==> config.mk <==
export PLATFORM = sky130hd
export DESIGN_NAME = script_token_lexer
export DESIGN_NICKNAME = d
export VERILOG_FILES = /design/src/hw/rtl/stl_pkg.sv /design/src/hw/rtl/script_token_lexer.sv /design/src/hw/rtl/stl_front.sv /design/src/hw/rtl/stl_token_queue.sv
export SDC_FILE = /design/constraint.sdc
export NUM_CORES = 1
export LEC_CHECK = 0
export ABC_AREA = 1
export ABC_CLOCK_PERIOD_IN_PS = 18950
export BUFFER_PORTS_ARGS = -buffer_cell sky130_fd_sc_hd__buf_2
export CORE_MARGIN = 10
export CORE_UTILIZATION = 30
export DETAILED_ROUTE_END_ITERATION = 10
export GPL_ROUTABILITY_DRIVEN = 0
export PLACE_DENSITY_LB_ADDON = 0.2
export SETUP_SLACK_MARGIN = 0.05
export SKIP_LAST_GASP = 1
export SYNTH_ARGS = -nofsm -noshare
export SYNTH_HDL_FRONTEND = slang
export SYNTH_HIERARCHICAL = 1
export SYNTH_SLANG_ARGS = --single-unit
==> constraint.sdc <==
create_clock -name clk -period 18.95 [get_ports clk]
set_clock_uncertainty 0.1 [all_clocks]
set_input_delay 2.8425 -clock clk [delete_from_list [all_inputs] [get_ports clk]]
set_output_delay 2.8425 -clock clk [all_outputs]
set_load 0.02 [all_outputs]
==> src/hw/rtl/stl_pkg.sv <==
// Shared types, codes and character classification functions for the script token lexer.
package stl_pkg;

  typedef enum logic [2:0] {
    MODE_IDLE = 3'd0,
    MODE_WORD = 3'd1,
    MODE_INT  = 3'd2,
    MODE_REAL = 3'd3,
    MODE_STR  = 3'd4,
    MODE_SYM  = 3'd5,
    MODE_DEAD = 3'd6
  } mode_t;

  localparam logic [2:0] KIND_KEYWORD = 3'd0;
  localparam logic [2:0] KIND_BOOL    = 3'd1;
  localparam logic [2:0] KIND_IDENT   = 3'd2;
  localparam logic [2:0] KIND_INT     = 3'd3;
  localparam logic [2:0] KIND_REAL    = 3'd4;
  localparam logic [2:0] KIND_STRING  = 3'd5;
  localparam logic [2:0] KIND_SYMBOL  = 3'd6;
  localparam logic [2:0] KIND_ERROR   = 3'd7;

  localparam int QUEUE_DEPTH = 4;

  typedef struct packed {
    logic [2:0]  kind;
    logic [15:0] start;
    logic [15:0] len;
    logic [5:0]  detail;
    logic        last;
  } tok_t;

  // Up to two tokens handed from the front part to the queue per item.
  typedef struct packed {
    logic valid0;
    logic valid1;
    tok_t tok0;
    tok_t tok1;
  } push_t;

  localparam logic [63:0] KW_VAR      = 64'("var");
  localparam logic [63:0] KW_IF       = 64'("if");
  localparam logic [63:0] KW_THEN     = 64'("then");
  localparam logic [63:0] KW_ELSE     = 64'("else");
  localparam logic [63:0] KW_FOR      = 64'("for");
  localparam logic [63:0] KW_WHILE    = 64'("while");
  localparam logic [63:0] KW_DO       = 64'("do");
  localparam logic [63:0] KW_IN       = 64'("in");
  localparam logic [63:0] KW_FUNCTION = 64'("function");
  localparam logic [63:0] KW_RETURN   = 64'("return");
  localparam logic [63:0] KW_TRUE     = 64'("true");
  localparam logic [63:0] KW_FALSE    = 64'("false");

  function automatic logic is_space(input logic [7:0] b);
    return (b == 8'h20) || (b >= 8'd9 && b <= 8'd13);
  endfunction

  function automatic logic is_digit(input logic [7:0] b);
    return b >= "0" && b <= "9";
  endfunction

  function automatic logic is_alpha(input logic [7:0] b);
    return (b >= "a" && b <= "z") || (b >= "A" && b <= "Z");
  endfunction

  function automatic logic is_idc(input logic [7:0] b);
    return is_digit(b) || is_alpha(b) || b == "_";
  endfunction

  function automatic logic is_quote(input logic [7:0] b);
    return b == 8'h22 || b == 8'h27;
  endfunction

  // Single-character symbol: returns valid flag above a 6-bit code.
  function automatic logic [6:0] single_code(input logic [7:0] b);
    logic [6:0] r;
    r = 7'd0;
    unique case (b)
      "{": r = {1'b1, 6'd0};
      "}": r = {1'b1, 6'd1};
      "(": r = {1'b1, 6'd2};
      ")": r = {1'b1, 6'd3};
      "[": r = {1'b1, 6'd4};
      "]": r = {1'b1, 6'd5};
      "<": r = {1'b1, 6'd6};
      ">": r = {1'b1, 6'd7};
      "+": r = {1'b1, 6'd8};
      "-": r = {1'b1, 6'd9};
      "*": r = {1'b1, 6'd10};
      "/": r = {1'b1, 6'd11};
      "%": r = {1'b1, 6'd12};
      "!": r = {1'b1, 6'd13};
      "?": r = {1'b1, 6'd14};
      "=": r = {1'b1, 6'd15};
      ".": r = {1'b1, 6'd16};
      ",": r = {1'b1, 6'd17};
      "&": r = {1'b1, 6'd18};
      "|": r = {1'b1, 6'd19};
      ";": r = {1'b1, 6'd20};
      ":": r = {1'b1, 6'd21};
      "$": r = {1'b1, 6'd22};
      default: r = 7'd0;
    endcase
    return r;
  endfunction

  function automatic logic may_pair(input logic [7:0] a);
    return a == "=" || a == "!" || a == ">" || a == "<" || a == "+" || a == "-" ||
           a == "*" || a == "/" || a == "%" || a == "]";
  endfunction

  // Two-character operator: valid flag above a 6-bit code.
  function automatic logic [6:0] pair_code(input logic [7:0] a, input logic [7:0] b);
    logic [6:0] r;
    r = 7'd0;
    if (b == "=") begin
      priority case (a)
        "=": r = {1'b1, 6'd23};
        "!": r = {1'b1, 6'd24};
        ">": r = {1'b1, 6'd25};
        "<": r = {1'b1, 6'd26};
        "+": r = {1'b1, 6'd27};
        "-": r = {1'b1, 6'd28};
        "*": r = {1'b1, 6'd29};
        "/": r = {1'b1, 6'd30};
        "%": r = {1'b1, 6'd31};
        default: r = 7'd0;
      endcase
    end else if (a == "<" && b == "[") begin
      r = {1'b1, 6'd32};
    end else if (a == "]" && b == ">") begin
      r = {1'b1, 6'd33};
    end
    return r;
  endfunction

endpackage

==> src/hw/rtl/script_token_lexer.sv <==
// Top level of the script token lexer: front part, token queue and ports.
//
// The block takes source text one item per cycle on the in_ channel: a byte
// and a flag that marks the final byte of a text. Each accepted byte may
// finish zero, one or two tokens; each token leaves as one item on the out_
// channel with its kind, start offset, length, detail code and a flag on the
// final token caused by that byte.
// An item is accepted on a rising edge where valid is high and stall is low.
// The front part handles every byte combinationally, so a token enters the queue
// at the clock edge where the byte that finishes it is accepted.
// Tokens wait in a four-entry queue; a byte is accepted whenever the queue has
// room for two tokens, so the block takes one byte per cycle while the output
// side keeps up, and the output drains one token per cycle while out_stall is low.
// When the receiver stalls, tokens pile up in the queue and in_stall rises
// once fewer than two entries are free; nothing is lost or repeated.
// Reset (rst_n low at a clock edge) empties the queue and returns the lexer
// to idle at offset zero; queued payloads are simply discarded.
// Offsets and lengths count up to 2^OFFSET_BITS-1 and appear clamped to
// 16 bits on the ports. After an invalid byte the rest of the text is
// skipped until the end-of-text flag.
module script_token_lexer #(
  parameter int OFFSET_BITS = 16
) (
  input  logic        clk,
  input  logic        rst_n,
  input  logic        in_valid,
  output logic        in_stall,
  input  logic [7:0]  in_text_byte,
  input  logic        in_end_of_text,
  output logic        out_valid,
  input  logic        out_stall,
  output logic [2:0]  out_token_kind,
  output logic [15:0] out_token_start,
  output logic [15:0] out_token_length,
  output logic [5:0]  out_detail_code,
  output logic        out_last_of_run
);
  import stl_pkg::*;

  push_t push;
  tok_t  head;
  logic  full;
  logic  accept;

  assign in_stall = full;
  assign accept   = in_valid && !full;

  stl_front #(.OFFSET_BITS(OFFSET_BITS)) u_front (
    .clk         (clk),
    .rst_n       (rst_n),
    .accept      (accept),
    .text_byte   (in_text_byte),
    .end_of_text (in_end_of_text),
    .push        (push)
  );

  stl_token_queue u_queue (
    .clk       (clk),
    .rst_n     (rst_n),
    .push      (push),
    .full      (full),
    .out_valid (out_valid),
    .out_stall (out_stall),
    .out_tok   (head)
  );

  assign out_token_kind   = head.kind;
  assign out_token_start  = head.start;
  assign out_token_length = head.len;
  assign out_detail_code  = head.detail;
  assign out_last_of_run  = head.last;

  a_stall_holds: assert property (@(posedge clk) disable iff (!rst_n)
    (out_valid && out_stall) |=> out_valid) else $error("offered token withdrawn");
  a_no_accept_full: assert property (@(posedge clk) disable iff (!rst_n)
    full |-> !accept) else $error("byte accepted while full");
  a_eot_last: assert property (@(posedge clk) disable iff (!rst_n)
    (out_valid && out_token_kind == KIND_ERROR) |-> out_token_length == 16'd1)
    else $error("error token length");

endmodule

==> src/hw/rtl/stl_front.sv <==
// Front part of the lexer: per-byte classification, token state and token formation.
module stl_front #(
  parameter int OFFSET_BITS = 16
) (
  input  logic           clk,
  input  logic           rst_n,
  input  logic           accept,
  input  logic [7:0]     text_byte,
  input  logic           end_of_text,
  output stl_pkg::push_t push
);
  import stl_pkg::*;

  localparam logic [OFFSET_BITS-1:0] OFS_MAX = {OFFSET_BITS{1'b1}};

  mode_t                  mode_r, mode_nxt;
  logic                   quote_single_r, quote_single_nxt;
  logic [OFFSET_BITS-1:0] pos_r, pos_nxt;
  logic [OFFSET_BITS-1:0] start_r, start_nxt;
  logic [OFFSET_BITS-1:0] len_r, len_nxt;
  logic [63:0]            prefix_r, prefix_nxt;
  logic [7:0]             pend_r, pend_nxt;

  tok_t ta, tb, tc;
  logic va, vb, vc, used;
  logic [6:0] sc, pc;

  function automatic logic [OFFSET_BITS-1:0] sat_inc(input logic [OFFSET_BITS-1:0] v);
    return (v == OFS_MAX) ? v : v + 1'b1;
  endfunction

  function automatic logic [15:0] clamp16(input logic [OFFSET_BITS-1:0] v);
    logic [31:0] w;
    w = 32'(v);
    return (w > 32'h0000_FFFF) ? 16'hFFFF : w[15:0];
  endfunction

  function automatic tok_t mk(input logic [2:0] kind, input logic [OFFSET_BITS-1:0] st,
                              input logic [OFFSET_BITS-1:0] ln, input logic [5:0] det);
    tok_t t;
    t.kind   = kind;
    t.start  = clamp16(st);
    t.len    = clamp16(ln);
    t.detail = det;
    t.last   = 1'b0;
    return t;
  endfunction

  // Finished word: keyword, bool literal or identifier.
  function automatic tok_t word_tok(input logic [63:0] p, input logic [OFFSET_BITS-1:0] ln,
                                    input logic [OFFSET_BITS-1:0] st);
    logic [31:0] l;
    tok_t t;
    l = 32'(ln);
    t = mk(KIND_IDENT, st, ln, 6'd0);
    if (l <= 32'd8) begin
      priority if (l == 32'd3 && p == KW_VAR)      t = mk(KIND_KEYWORD, st, ln, 6'd0);
      else if (l == 32'd2 && p == KW_IF)           t = mk(KIND_KEYWORD, st, ln, 6'd1);
      else if (l == 32'd4 && p == KW_THEN)         t = mk(KIND_KEYWORD, st, ln, 6'd2);
      else if (l == 32'd4 && p == KW_ELSE)         t = mk(KIND_KEYWORD, st, ln, 6'd3);
      else if (l == 32'd3 && p == KW_FOR)          t = mk(KIND_KEYWORD, st, ln, 6'd4);
      else if (l == 32'd5 && p == KW_WHILE)        t = mk(KIND_KEYWORD, st, ln, 6'd5);
      else if (l == 32'd2 && p == KW_DO)           t = mk(KIND_KEYWORD, st, ln, 6'd6);
      else if (l == 32'd2 && p == KW_IN)           t = mk(KIND_KEYWORD, st, ln, 6'd7);
      else if (l == 32'd8 && p == KW_FUNCTION)     t = mk(KIND_KEYWORD, st, ln, 6'd8);
      else if (l == 32'd6 && p == KW_RETURN)       t = mk(KIND_KEYWORD, st, ln, 6'd9);
      else if (l == 32'd4 && p == KW_TRUE)         t = mk(KIND_BOOL, st, ln, 6'd1);
      else if (l == 32'd5 && p == KW_FALSE)        t = mk(KIND_BOOL, st, ln, 6'd0);
      else                                         t = mk(KIND_IDENT, st, ln, 6'd0);
    end
    return t;
  endfunction

  always_comb begin
    mode_nxt         = mode_r;
    quote_single_nxt = quote_single_r;
    pos_nxt          = pos_r;
    start_nxt        = start_r;
    len_nxt          = len_r;
    prefix_nxt       = prefix_r;
    pend_nxt         = pend_r;
    ta = '0; tb = '0; tc = '0;
    va = 1'b0; vb = 1'b0; vc = 1'b0;
    used = 1'b1;
    sc = single_code(text_byte);
    pc = pair_code(pend_r, text_byte);

    // Continue the token in progress.
    unique case (mode_r)
      MODE_DEAD: ;
      MODE_STR: begin
        if (text_byte == (quote_single_r ? 8'h27 : 8'h22)) begin
          ta = mk(KIND_STRING, start_r, len_r, 6'd0); va = 1'b1;
          mode_nxt = MODE_IDLE;
        end else begin
          len_nxt = sat_inc(len_r);
        end
      end
      MODE_WORD: begin
        if (is_idc(text_byte)) begin
          if (32'(len_r) < 32'd8) prefix_nxt = {prefix_r[55:0], text_byte};
          len_nxt = sat_inc(len_r);
        end else begin
          ta = word_tok(prefix_r, len_r, start_r); va = 1'b1;
          mode_nxt = MODE_IDLE; used = 1'b0;
        end
      end
      MODE_INT: begin
        if (is_digit(text_byte)) begin
          len_nxt = sat_inc(len_r);
        end else if (text_byte == ".") begin
          len_nxt = sat_inc(len_r); mode_nxt = MODE_REAL;
        end else begin
          ta = mk(KIND_INT, start_r, len_r, 6'd0); va = 1'b1;
          mode_nxt = MODE_IDLE; used = 1'b0;
        end
      end
      MODE_REAL: begin
        if (is_digit(text_byte)) begin
          len_nxt = sat_inc(len_r);
        end else begin
          ta = mk(KIND_REAL, start_r, len_r, 6'd0); va = 1'b1;
          mode_nxt = MODE_IDLE; used = 1'b0;
        end
      end
      MODE_SYM: begin
        if (pc[6]) begin
          ta = mk(KIND_SYMBOL, start_r, OFFSET_BITS'(2), pc[5:0]); va = 1'b1;
        end else begin
          ta = mk(KIND_SYMBOL, start_r, OFFSET_BITS'(1), 6'(single_code(pend_r)));
          va = 1'b1; used = 1'b0;
        end
        mode_nxt = MODE_IDLE;
      end
      default: begin
        mode_nxt = MODE_IDLE; used = 1'b0;
      end
    endcase

    // Start a new token with this byte.
    if (!used && !is_space(text_byte)) begin
      priority if (is_alpha(text_byte) || text_byte == "_") begin
        mode_nxt = MODE_WORD; start_nxt = pos_r; len_nxt = OFFSET_BITS'(1);
        prefix_nxt = 64'(text_byte);
      end else if (is_digit(text_byte)) begin
        mode_nxt = MODE_INT; start_nxt = pos_r; len_nxt = OFFSET_BITS'(1);
      end else if (is_quote(text_byte)) begin
        mode_nxt = MODE_STR; quote_single_nxt = (text_byte == 8'h27);
        start_nxt = sat_inc(pos_r); len_nxt = '0;
      end else if (sc[6]) begin
        if (may_pair(text_byte)) begin
          mode_nxt = MODE_SYM; pend_nxt = text_byte; start_nxt = pos_r;
        end else begin
          tb = mk(KIND_SYMBOL, pos_r, OFFSET_BITS'(1), sc[5:0]); vb = 1'b1;
        end
      end else begin
        tb = mk(KIND_ERROR, pos_r, OFFSET_BITS'(1), 6'd0); vb = 1'b1;
        mode_nxt = MODE_DEAD;
      end
    end

    // End of text flushes whatever is still open.
    if (end_of_text) begin
      unique case (mode_nxt)
        MODE_WORD: begin tc = word_tok(prefix_nxt, len_nxt, start_nxt); vc = 1'b1; end
        MODE_INT:  begin tc = mk(KIND_INT, start_nxt, len_nxt, 6'd0); vc = 1'b1; end
        MODE_REAL: begin tc = mk(KIND_REAL, start_nxt, len_nxt, 6'd0); vc = 1'b1; end
        MODE_STR:  begin tc = mk(KIND_STRING, start_nxt, len_nxt, 6'd0); vc = 1'b1; end
        MODE_SYM: begin
          tc = mk(KIND_SYMBOL, start_nxt, OFFSET_BITS'(1), 6'(single_code(pend_nxt)));
          vc = 1'b1;
        end
        default: ;
      endcase
      mode_nxt   = MODE_IDLE;
      pos_nxt    = '0;
      len_nxt    = '0;
      prefix_nxt = '0;
      pend_nxt   = '0;
    end else begin
      pos_nxt = sat_inc(pos_r);
    end

    // At most two tokens per byte, in order.
    push = '0;
    if (va) begin
      push.valid0 = 1'b1; push.tok0 = ta;
      if (vb) begin push.valid1 = 1'b1; push.tok1 = tb; end
      else if (vc) begin push.valid1 = 1'b1; push.tok1 = tc; end
    end else if (vb) begin
      push.valid0 = 1'b1; push.tok0 = tb;
      if (vc) begin push.valid1 = 1'b1; push.tok1 = tc; end
    end else if (vc) begin
      push.valid0 = 1'b1; push.tok0 = tc;
    end
    if (push.valid1) push.tok1.last = 1'b1;
    else if (push.valid0) push.tok0.last = 1'b1;
    if (!accept) begin
      push.valid0 = 1'b0;
      push.valid1 = 1'b0;
    end
  end

  always_ff @(posedge clk) begin
    if (!rst_n) begin
      mode_r         <= MODE_IDLE;
      quote_single_r <= 1'b0;
      pos_r          <= '0;
      start_r        <= '0;
      len_r          <= '0;
      prefix_r       <= '0;
      pend_r         <= '0;
    end else if (accept) begin
      mode_r         <= mode_nxt;
      quote_single_r <= quote_single_nxt;
      pos_r          <= pos_nxt;
      start_r        <= start_nxt;
      len_r          <= len_nxt;
      prefix_r       <= prefix_nxt;
      pend_r         <= pend_nxt;
    end
  end

  a_second_needs_first: assert property (@(posedge clk) disable iff (!rst_n)
    push.valid1 |-> push.valid0) else $error("second token without first");
  a_dead_silent: assert property (@(posedge clk) disable iff (!rst_n)
    (mode_r == MODE_DEAD && accept) |-> !push.valid0) else $error("token after error");
  a_eot_idle: assert property (@(posedge clk) disable iff (!rst_n)
    (accept && end_of_text) |=> (mode_r == MODE_IDLE && pos_r == '0))
    else $error("end of text did not return to idle");

endmodule

==> src/hw/rtl/stl_token_queue.sv <==
// Token queue between the lexer front part and the result channel.
module stl_token_queue (
  input  logic           clk,
  input  logic           rst_n,
  input  stl_pkg::push_t push,
  output logic           full,
  output logic           out_valid,
  input  logic           out_stall,
  output stl_pkg::tok_t  out_tok
);
  import stl_pkg::*;

  localparam int PW = $clog2(QUEUE_DEPTH);

  tok_t            mem_r [QUEUE_DEPTH];
  logic [PW-1:0]   wr_r, rd_r;
  logic [PW:0]     cnt_r, cnt_nxt;
  logic            pop;
  logic [1:0]      npush;

  assign out_valid = (cnt_r != '0);
  assign out_tok   = mem_r[rd_r];
  assign pop       = out_valid && !out_stall;
  // Room for two tokens is needed before a byte may enter.
  assign full      = (cnt_r > (PW+1)'(QUEUE_DEPTH - 2));
  assign npush     = 2'(push.valid0) + 2'(push.valid1);
  assign cnt_nxt   = cnt_r + (PW+1)'(npush) - (PW+1)'(pop);

  always_ff @(posedge clk) begin
    if (push.valid0) mem_r[wr_r] <= push.tok0;
    if (push.valid1) mem_r[wr_r + 1'b1] <= push.tok1;
  end

  always_ff @(posedge clk) begin
    if (!rst_n) begin
      wr_r  <= '0;
      rd_r  <= '0;
      cnt_r <= '0;
    end else begin
      wr_r  <= wr_r + PW'(npush);
      if (pop) rd_r <= rd_r + 1'b1;
      cnt_r <= cnt_nxt;
    end
  end

  a_no_overflow: assert property (@(posedge clk) disable iff (!rst_n)
    cnt_r <= (PW+1)'(QUEUE_DEPTH)) else $error("token queue overflow");
  a_push_room: assert property (@(posedge clk) disable iff (!rst_n)
    push.valid0 |-> !full) else $error("push into full queue");
  a_count_track: assert property (@(posedge clk) disable iff (!rst_n)
    (!push.valid0 && !pop) |=> $stable(cnt_r)) else $error("count moved while idle");

endmodule
==> metrics.cfg, run 1 <==
[power]
combPwrFrac=0.295
switching_power_uw=835.6
p_seq_frac=0.356
p_int_uw=1453
power.density_nw_per_um2=94.58
switching_share=0.3651
vdd_drop_max_mv=0.05413
p_clk_frac=0.349
p_total_uw=2289
p_leak_uw=0.009126

[clock_network]
cts_tree=built
htreeDepth=2
clk_pin_slew_ps=50
cts.path.max_buffers=3
cts_setup_buffers=0
post_cts_resized=0
clockRootBuffer=clkbuf_16
cts.sinks=301
cts_buffers=38
clock_latency_ps=590
cts_hold_buf=0

[placement]
port_buffers=56
dp_hpwl_um=55190
place_ws_ps=9515

[worst_setup_path]
r2r-start=u_front/pend_r[1]
timing.rr.end=u_queue/mem_r[2][7]
crit_fanout=85
crit_required_ps=19040
critical-path-top-cell-by-count=nand2_1
path_cells=buf_2 > inv_1 > nand2_2 > nor2_4 > nand2_1 > nand3_4 > nand2_4 > nand2_4 > nor2_8 > nand4_4 > nand3_1 > inv_1 > nand2_1 > nand2_1 > nand2_2 > nand2_1 > nand2_1 > inv_1 > nor2_1 > inv_1 > nor2_1 > nand3_4 > o31ai_4 > buf_4
critPathMaxStageDelay_ps=870
crit_buf_inv=6
path_class=input port to flip-flop
crit_cells=24
cp_data_arrival_time_ps=8870
endpoint=u_queue/mem_r[2][7]
worst-r2r-cell-count=23
slowest_stage=nand3_4
critPathTopFamily=simple AND/OR/NAND/NOR gates
crit_start=in_text_byte[6]
reg2reg_slack_ps=12360
start_kind=input port
critPathCaptureType=flip-flop

[floorplanning]
start_util=0.3034
die_x_um=291.9
ioPinCount=57
num_rows=99
dieArea_sq_um=85180
fp.coreArea_sq_um=73080
dieHeight_um=291.9

[global_routing]
grt_pass1_vias=20470
grt_pass1_wl_um=120000
grt_start_max_net_pins=86
overflow=0
grtUsageTotal=0.1747
grt_antenna_before_repair=0

[drt]
dr.pass1.iters=6
dr.first_iter.drc_count=1669
detailroute.via_count=21890
vias_per_cell=5.095
wl_per_cell_um=17.89
wl_um=76860
drc=0
drtAntennaViolNets=0

[synth]
avgSynthCellArea_sq_um=6.604
synth_top_family_by_area=simple AND/OR/NAND/NOR gates
yosys.area_share.adder=0.006546
synth_most_common_cell=nand2_1
seq_area_frac_synth=0.3476
synth_top_area_cell=edfxtp_1
synth_edf_count=168
ys_top_cells_by_area=edfxtp_1 23%, nand2_1 15%, dfxtp_1 12%
synth_top_area_share=0.2275
synth_ff_type=edfxtp_1
synthTopCellsByCount=902 x nand2_1, 368 x nor2_1, 357 x inv_1
synth.distinct_cells=63
synth-async-reset-ratio=0
synth-simple-area-share=0.3499
synthMuxAreaShare=0
yosys_warnings=6
synth.cell_area_sq_um=22170
synthCells=3357
ys_ff_latch=301
synthXorXnorAreaFrac=0.004740
synth_compound_area_frac=0.1753

[final_layout]
fillCellCount=8073
diodes=0
final_nets=3332
final_core_util=0.3311
area_delta_synth_final_pct=9.142
drive_gt1_frac=0.08331

[hold_path]
whs_path_depth=2
hold_path_class=flip-flop to flip-flop

[sta]
setup_viol=0
fmax_mhz=113.9
slew_violations=0
period_needed_ps=8780
tns_ps=0
worst_pin_slew_ps=1047
timing.final.crit_share=0.4633
layout_setup_ws_ps=10170
timing.slew.headroom=0.3021
rsz0062_at_grt=false
hold_viol=0

[outcome]
outcome=completed

[flow_run]
cap_violations=0

## sequential cells by signal, summed over array words and instances, names as in the netlist, named ones only
signal,cells
u_queue/mem_r,168
u_front/prefix_r,64
u_front/len_r,16
u_front/pos_r,16
u_front/start_r,16
u_front/pend_r,8
u_front/mode_r,3
u_queue/cnt_r,3
u_queue/rd_r,2
u_queue/wr_r,2
u_front/quote_single_r,1
## through the flow
step | area (sq um) | instances | hold slack [ps]
4_1_cts | 24200 | 4296 | 367.1
3_3_place_gp | 22840 | 4227 | 355.2
5_1_grt | 24200 | 4296 | 382.1
3_5_place_dp | 22840 | 4227 | 358.8
2_1_floorplan | 22230 | 3372 | 345.3
6_report | 24200 | 4296 | 363.5
## logic make-up after synthesis
logic type                 count (synthesis)
other                                      1
adders and majority gates                 11
AOI/OAI and AO/OA                        692
xor gates and xnor gates                  12
DFF                                      301
buffers and inverters                    565
and+or+nand+nor                         1775
## worst register-to-register path: stages (launching register included)
cell,delay [ps]
dfxtp_1,520
inv_1,100
nand2_1,160
nor2_2,80
nand2_1,110
nor2_1,70
a21oi_1,310
nand3_2,150
nand2_4,140
nand4_4,640
nand3_1,440
inv_1,120
nand2_1,120
nand2_1,90
nand2_2,300
nand2_1,100
nand2_1,90
inv_1,70
nor2_1,140
inv_1,70
nor2_1,520
nand3_4,870
o31ai_4,250
buf_4,600
## final cells by class
type                            count  area [sq um]  share of cell area
Clock buffer                       47          1046             0.04323
Clock inverter                     22         312.8             0.01293
Inverter                          382          1439             0.05946
Multi-Input combinational cell   2506         12040              0.4975
Sequential cell                   301          7709              0.3186
Tap cell                          959          1200             0.04959
Timing Repair Buffer               79         452.9             0.01872
## placed cells by master, fill, tap and decap left out, types with 37 or more instances in the layout
cell type	netlist	layout
nor2_1	368	366
clkbuf_16	0	39
o22ai_1	55	55
o21ai_0	217	217
dfxtp_1	133	132
nand4_1	63	63
buf_2	18	56
nor4_1	37	37
nor3_1	86	86
nand3_1	237	237
inv_1	357	355
a21oi_1	166	166
nand2_1	902	901
o21ai_1	145	145
edfxtp_1	168	168
## power groups by stage
stage               registers, uW  logic, uW  clock network [uW]
floorplan                     822        476                   0
global placement              829        684                   0
finish                        814        675                 799
global route                  821        758                 843
CTS                           815        689                 821
detailed placement            829        687                   0
## worst min-delay path by stage
stage                               startpoint                   end  slack [ps]
after floorplan              u_front/mode_r[0]     u_front/mode_r[0]         350
after global placement    u_front/prefix_r[21]  u_front/prefix_r[21]         360
after detailed placement     u_front/mode_r[0]     u_front/mode_r[0]         360
after CTS                 u_front/prefix_r[46]  u_front/prefix_r[46]         370
after global routing         u_front/mode_r[0]     u_front/mode_r[0]         380
final                     u_front/prefix_r[46]  u_front/prefix_r[46]         360
## layer usage
metal / part of all wire / vias to the layer above / track usage
li1: - / 11110 / -
met1: 0.46 / 10130 / 0.2314
met2: 0.47 / 541 / 0.2972
met3: 0.045 / 105 / 0.01943
met4: 0.023 / 0 / 0.04765
met5: 0 / - / 0
No activity file was read; power rests on OpenSTA's default activity.
==> run 2, diff against run 1 <==
--- a/config.mk
+++ b/config.mk
@@ -6,7 +6,7 @@
 export NUM_CORES = 1
 export LEC_CHECK = 0
 export ABC_AREA = 1
-export ABC_CLOCK_PERIOD_IN_PS = 18950
+export ABC_CLOCK_PERIOD_IN_PS = 8200
 export BUFFER_PORTS_ARGS = -buffer_cell sky130_fd_sc_hd__buf_2
 export CORE_MARGIN = 10
 export CORE_UTILIZATION = 30
==> constraint.sdc (replaced) <==
create_clock -name clk -period 8.2 [get_ports clk]
set_clock_uncertainty 0.1 [all_clocks]
set_input_delay 1.23 -clock clk [delete_from_list [all_inputs] [get_ports clk]]
set_output_delay 1.23 -clock clk [all_outputs]
set_load 0.02 [all_outputs]
==> metrics.cfg, run 2 (synthesis gave the netlist of run 1 again) <==
[outcome]
outcome=completed

[placement]
port_buffers=56  ; unchanged
placedCellCount=4235  ; +0.19%
dp_hpwl_um=55650  ; +0.83%

[hold_path]
hp-start=u_front/prefix_r[46]
hold_path_class=flip-flop to flip-flop

[worst_setup_path]
crit_fanout=25  ; -71%
start_kind=input port
crit_start=in_text_byte[6]
critPathCaptureType=flip-flop
crit_required_ps=8310  ; -10,730 ps
r2r-start=u_front/pend_r[1]
reg2reg_slack_ps=2350  ; -10,010 ps
path_class=input port to flip-flop
cp_data_arrival_time_ps=6510  ; -2360 ps

[sta]
timing.final.crit_share=0.7807
worst_pin_slew_ps=1213  ; +165.8 ps
rsz0062_at_grt=false
tns_ps=0  ; unchanged
timing.slew.headroom=0.1916  ; -0.1105
fmax_mhz=156.2
hold_viol=0  ; unchanged
setup_viol=0  ; unchanged
period_needed_ps=6401
slew_violations=0  ; unchanged

[power]
switching_power_uw=1939  ; +130%
p_clk_frac=0.329  ; -0.020
vdd_drop_max_mv=0.1517  ; +180%
power.density_nw_per_um2=214.7  ; +130%
p_seq_frac=0.362  ; +0.006
p_int_uw=3247  ; +120%
combPwrFrac=0.309  ; +0.014
p_leak_uw=0.009106  ; -0.21%
switching_share=0.3739  ; +0.008765

[floorplanning]
dieArea_sq_um=85180  ; unchanged
num_rows=99  ; unchanged
dieHeight_um=291.9  ; unchanged
start_util=0.3034  ; unchanged
fp.coreArea_sq_um=73080  ; unchanged
die_x_um=291.9  ; unchanged
ioPinCount=57  ; unchanged

[global_routing]
overflow=0  ; unchanged
grtUsageTotal=0.1773  ; +0.002622
grt_pass1_wl_um=121500  ; +1.2%
grt_start_max_net_pins=110  ; +28%
grt_antenna_before_repair=0  ; unchanged
grt_pass1_vias=20510  ; +0.23%

[drt]
wl_um=78270  ; +1.8%
dr.first_iter.drc_count=1926  ; +15%
vias_per_cell=5.143  ; +0.95%
drc=0  ; unchanged
drtAntennaViolNets=0  ; unchanged
detailroute.via_count=22140  ; +1.1%
wl_per_cell_um=18.19  ; +1.6%
dr.pass1.iters=6  ; unchanged

[clock_network]
cts_tree=built
post_cts_resized=0  ; unchanged
cts_hold_buf=0  ; unchanged
htreeDepth=2  ; unchanged
clock_latency_ps=570  ; -20 ps
cts_setup_buffers=0  ; unchanged
clockRootBuffer=clkbuf_16
clk_pin_slew_ps=60  ; about the same
cts.path.max_buffers=3  ; unchanged
cts_buffers=37  ; -2.6%
cts.sinks=301  ; unchanged

[final_layout]
fin_cells=4304  ; +0.19%
final_nets=3339  ; +0.21%
largest_reg_flops=168  ; unchanged
final_cell_mix=901 x nand2_1, 366 x nor2_1, 355 x inv_1, 237 x nand3_1, 217 x o21ai_0
final_common_cell=nand2_1
area_delta_synth_final_pct=8.928
reg.largest.list=u_queue/mem_r: 168 flops, u_front/prefix_r: 64 flops
drive_gt1_frac=0.08254  ; -0.0007725
regMostFlops=u_queue/mem_r

[flow_run]
cap_violations=0  ; unchanged

[run 2: changes by cell type in the layout (fill, tap and decap cells not counted), moves of 2 or more]
cell        previous run  this run
clkbuf_8               4         0
clkbuf_1               4        12
bufinv_16              7         5
clkinv_1               5         7
clkinvlp_4             3         1
buf_4                 23        30
[run 2: path summary, 6_finish.rpt]
path                          end  cells after the start
max reg2reg   u_queue/mem_r[1][9]                     25
max           u_queue/mem_r[1][9]                     26
min reg2reg  u_front/prefix_r[46]                      2
min          u_front/prefix_r[46]                      2
[run 2: cell type report]
cell class              instances  area, sq um
flip-flops and latches        301         7709
fillers                      8098        48930
diodes                          1        2.502
clock buffers                  50        996.0
multi-input cells            2506        12040
repair buffers                 87        525.5
clock inverters                18        236.5
well taps                     959         1200
inverters                     382         1439
[run 2: worst max-delay path, cell delays in order]
cell and delay (ps):
buf_2 130, inv_1 60, nand2_2 130, nor2_4 70, nand2_1 420, nand3_4 320, nand2_4 190, nand2_4 80
nor2_8 150, nand3_4 210, nor2_4 420, inv_2 70, nand3_1 160, inv_1 100, nand2_1 110, nand2_1 90
nand2_2 360, nand2_1 90, nand2_1 100, inv_1 70, nand2_1 70, nand2_1 50, inv_1 120, inv_1 140
o31ai_4 970, buf_4 550
[run 2: metal layers]
layer / global-route usage / vias up / share of wire
met1: 0.2310 / 10260 / 0.45
met2: 0.3007 / 589 / 0.47
li1: - / 11150 / -
met5: 0 / - / 0
met3: 0.01981 / 135 / 0.045
met4: 0.06098 / 0 / 0.033
[run 2: power groups by stage]
| stage | sequential (uW) | combinational, uW | clock, uW |
|---|---|---|---|
| floorplan | 1900 | 1100 | 0 |
| global placement | 1910 | 1630 | 0 |
| detailed placement | 1910 | 1630 | 0 |
| CTS | 1880 | 1630 | 1750 |
| global route | 1890 | 1780 | 1800 |
| finish | 1880 | 1600 | 1710 |
[run 2: metrics by stage]
stage               power (uW)    util  instance area [sq um]  hold WS (ps)  setup WS [ps]
floorplan                 3000       -                  22230         345.3          721.9
finish                    5185  0.3305                  24150         367.1           1799
detailed placement        3538  0.3136                  22920         358.9           1164
global route              5478  0.3304                  24150         384.9           1275
CTS                       5264  0.3304                  24150         368.4           1747
global placement          3541  0.3136                  22920         356.7           1236
==> run 3, diff against run 2 <==
--- a/config.mk
+++ b/config.mk
@@ -5,8 +5,8 @@
 export SDC_FILE = /design/constraint.sdc
 export NUM_CORES = 1
 export LEC_CHECK = 0
-export ABC_AREA = 1
-export ABC_CLOCK_PERIOD_IN_PS = 8200
+export ABC_AREA = 0
+export ABC_CLOCK_PERIOD_IN_PS = 6100
 export BUFFER_PORTS_ARGS = -buffer_cell sky130_fd_sc_hd__buf_2
 export CORE_MARGIN = 10
 export CORE_UTILIZATION = 30
==> constraint.sdc (replaced) <==
create_clock -name clk -period 6.1 [get_ports clk]
set_clock_uncertainty 0.1 [all_clocks]
set_input_delay 0.915 -clock clk [delete_from_list [all_inputs] [get_ports clk]]
set_output_delay 0.915 -clock clk [all_outputs]
set_load 0.02 [all_outputs]
==> metrics.cfg, run 3 <==
[outcome]
outcome=completed

[clock_network]
clockRootBuffer=clkbuf_16
cts.sinks=301  ; unchanged
cts_buffers=37  ; unchanged
cts.path.max_buffers=3  ; unchanged
clk_pin_slew_ps=60  ; about the same
post_cts_resized=0  ; unchanged
cts_tree=built
cts_setup_buffers=0  ; unchanged
clock_latency_ps=580  ; about the same
cts_hold_buf=0  ; unchanged
htreeDepth=2  ; unchanged

[drt]
vias_per_cell=5.893  ; +15%
detailroute.via_count=18220  ; -18%
drc=0  ; unchanged
dr.pass1.iters=6  ; unchanged
drtAntennaViolNets=0  ; unchanged
wl_um=71470  ; -8.7%
wl_per_cell_um=23.12  ; +27%
dr.first_iter.drc_count=2056  ; +6.7%

[worst_setup_path]
r2r-start=u_front/pend_r[1]
critPathCaptureType=flip-flop
crit_buf_inv=3  ; -5
timing.rr.end=u_queue/cnt_r[2]
reg2reg_slack_ps=800  ; -1550 ps
critPathMaxStageDelay_ps=620  ; -350 ps
crit_required_ps=6470  ; -1840 ps
critical-path-top-cell-by-count=ha_1
crit_fanout=17  ; -32%
slowest_stage=or4b_2
start_kind=input port
path_class=input port to flip-flop
path_cells=buf_2 > nor2_1 > or4b_2 > o211ai_1 > nor3_1 > a31o_2 > a221oi_1 > a211oi_4 > a21oi_1 > nor2_1 > and2_1 > ha_1 > inv_1 > ha_1 > inv_1 > ha_1 > fa_1 > xnor2_1 > xnor2_1 > and2_1
worst-r2r-cell-count=20  ; -20%
critPathTopFamily=compound AO/OA/AOI/OAI gates
cp_data_arrival_time_ps=5690  ; -820 ps

[power]
power.density_nw_per_um2=284.9  ; +33%
switching_share=0.3354  ; -0.03851
vdd_drop_max_mv=0.1355  ; -11%
switching_power_uw=2193  ; +13%
p_int_uw=4346  ; +34%
p_seq_frac=0.389  ; +0.027
p_clk_frac=0.329  ; about the same
combPwrFrac=0.282  ; -0.027
p_leak_uw=0.007809  ; -14%

[placement]
postPlaceCellArea_sq_um=21770  ; -5.0%
dp_hpwl_um=49820  ; -10%
place_ws_ps=264.8  ; -898.9 ps
port_buffers=56  ; unchanged

[final_layout]
diodes=0  ; -1
area_delta_synth_final_pct=12.83
final_cell_mix=246 x nor2_1, 168 x edfxtp_1, 135 x mux2_2, 131 x dfxtp_1, 127 x nand2_1
final_area_sq_um=22950  ; -5.0%
drive_gt1_frac=0.2142  ; +0.1316
final_common_cell=nor2_1
reg.largest.list=u_queue/mem_r: 168 flops, u_front/prefix_r: 64 flops
regMostFlops=u_queue/mem_r
final_nets=2214  ; -34%
largest_reg_flops=168  ; unchanged

[sta]
slew_violations=0  ; unchanged
setup_viol=0  ; unchanged
timing.slew.headroom=0.2110  ; +0.01938
period_needed_ps=5317
worst_pin_slew_ps=1168  ; -44.99 ps
fmax_mhz=188.1
timing.final.crit_share=0.8716
hold_viol=0  ; unchanged
layout_setup_ws_ps=783.2  ; -1015 ps
rsz0062_at_grt=false

[floorplanning]
num_rows=95  ; -4.0%
ioPinCount=57  ; unchanged
start_util=0.3029  ; -0.0004943
dieArea_sq_um=78620  ; -7.7%
fp.coreArea_sq_um=67160  ; -8.1%
die_x_um=280.4  ; -3.9%
dieHeight_um=280.4  ; -3.9%

[synth]
synth-async-reset-ratio=0  ; unchanged
synth_top_area_share=0.2480  ; +0.02048
ys_ff_latch=301  ; unchanged
ys_top_cells_by_area=edfxtp_1 25%, dfxtp_1 13%, mux2_2 7.5%
synth_most_common_cell=nor2_1
synth_edf_count=168  ; unchanged
synth_top_area_cell=edfxtp_1
synthTopCellsByCount=250 x nor2_1, 168 x edfxtp_1, 135 x mux2_2
synth_ff_type=edfxtp_1
yosys_warnings=6  ; unchanged
synth.distinct_cells=101  ; +60%
synth.cell_area_sq_um=20340  ; -8.3%
seq_area_frac_synth=0.3789  ; +0.03128
synthCells=2179  ; -35%
avgSynthCellArea_sq_um=9.335  ; +41%

[hold_path]
whs_path_depth=2  ; unchanged
hp-start=u_queue/rd_r[1]
hold_path_class=flip-flop to flip-flop

[global_routing]
grt_start_max_net_pins=63  ; -43%
grt_pass1_vias=17710  ; -14%
overflow=0  ; unchanged
grt_pass1_wl_um=109800  ; -9.6%
grtUsageTotal=0.1769  ; -0.0004059
grt_antenna_before_repair=1  ; +1

[flow_run]
cap_violations=0  ; unchanged

[run 3: changes by cell type after synthesis, sizes merged, moves of 44 or more]
cell,previous run,this run
nand2,922,128
inv,380,38
o21ai,397,105
mux2,0,175
nand3,246,76
nor2,394,251
a22oi,15,103
a21oi,166,96
clkbuf,84,128
[run 3: cell type report]
cell class | count | area [sq um]
inverters | 42 | 157.7
well taps | 873 | 1092
clock inverters | 19 | 197.7
clock buffers | 48 | 977.2
fillers | 6881 | 44210
repair buffers | 151 | 1069
flip-flops and latches | 301 | 7712
multi-input cells | 1657 | 11740
[run 3: through the flow]
step | total power (uW) | hold slack, ps | TNS [ps] | utilization | instances
5_1_grt | 6868 | 403.7 | 0 | 0.3417 | 3091
3_5_place_dp | 4448 | 363.6 | 0 | 0.3242 | 3024
6_report | 6539 | 374.8 | 0 | 0.3417 | 3091
4_1_cts | 6637 | 371.6 | 0 | 0.3417 | 3091
3_3_place_gp | 4440 | 356.0 | 0 | 0.3242 | 3024
2_1_floorplan | 3783 | 345.1 | -23260 | - | 2194
[run 3: worst register-to-register path, cell delays in order, from the launching register on]
cell      delay, ps
dfxtp_1         670
buf_4           290
or3b_2          450
a21oi_1         240
o31a_1          220
o21ai_0         180
a31o_2          330
a221oi_1        440
a211oi_4        110
a21oi_1         140
nor2_1           80
and2_1          220
ha_1            320
inv_1            50
ha_1            260
inv_1            40
ha_1            190
fa_1            440
xnor2_1         210
xnor2_1          80
and2_1          150
[run 3: worst max-delay path by stage]
stage | from | to | slack (ps) | cells past startpoint
global placement | in_text_byte[5] | u_queue/cnt_r[2] | 290 | 20
floorplan | in_text_byte[1] | u_queue/mem_r[1][0] | -280 | 16
detailed placement | in_text_byte[5] | u_queue/cnt_r[2] | 260 | 20
finish | in_text_byte[2] | u_queue/cnt_r[2] | 780 | 20
global route | u_front/pend_r[1] | u_queue/cnt_r[2] | 530 | 20
CTS | u_front/pend_r[1] | u_queue/cnt_r[2] | 850 | 20
[run 3: cell families (layout without fill, tap and decap cells)]
group                    count (synthesis)  after routing  share of synthesized area
multiplexers                           250            250                     0.1670
XOR/XNOR                                11             11                   0.004736
AO/OA/AOI/OAI                          538            538                     0.1792
other                                    1             16                  0.0001844
adder cells (fa/ha/maj)                 11             11                   0.007135
AND/OR/NAND/NOR                        831            831                     0.2119
flip-flops                             301            301                     0.3789
buffers and inverters                  236            260                    0.05093
[run 3: power groups by stage]
| stage | Combinational (uW) | Sequential, uW | Clock (uW) |
|---|---|---|---|
| 2_1_floorplan | 1280 | 2510 | 0 |
| 3_3_place_gp | 1860 | 2580 | 0 |
| 3_5_place_dp | 1860 | 2590 | 0 |
| 4_1_cts | 1860 | 2550 | 2220 |
| 5_1_grt | 1990 | 2570 | 2310 |
| 6_report | 1840 | 2540 | 2150 |
[run 3: per-layer routing]
layer	track usage	wire [um]
met1	0.2400	31890
met2	0.2841	32480
met5	0	8
met4	0.05225	2139
met3	0.02976	4949
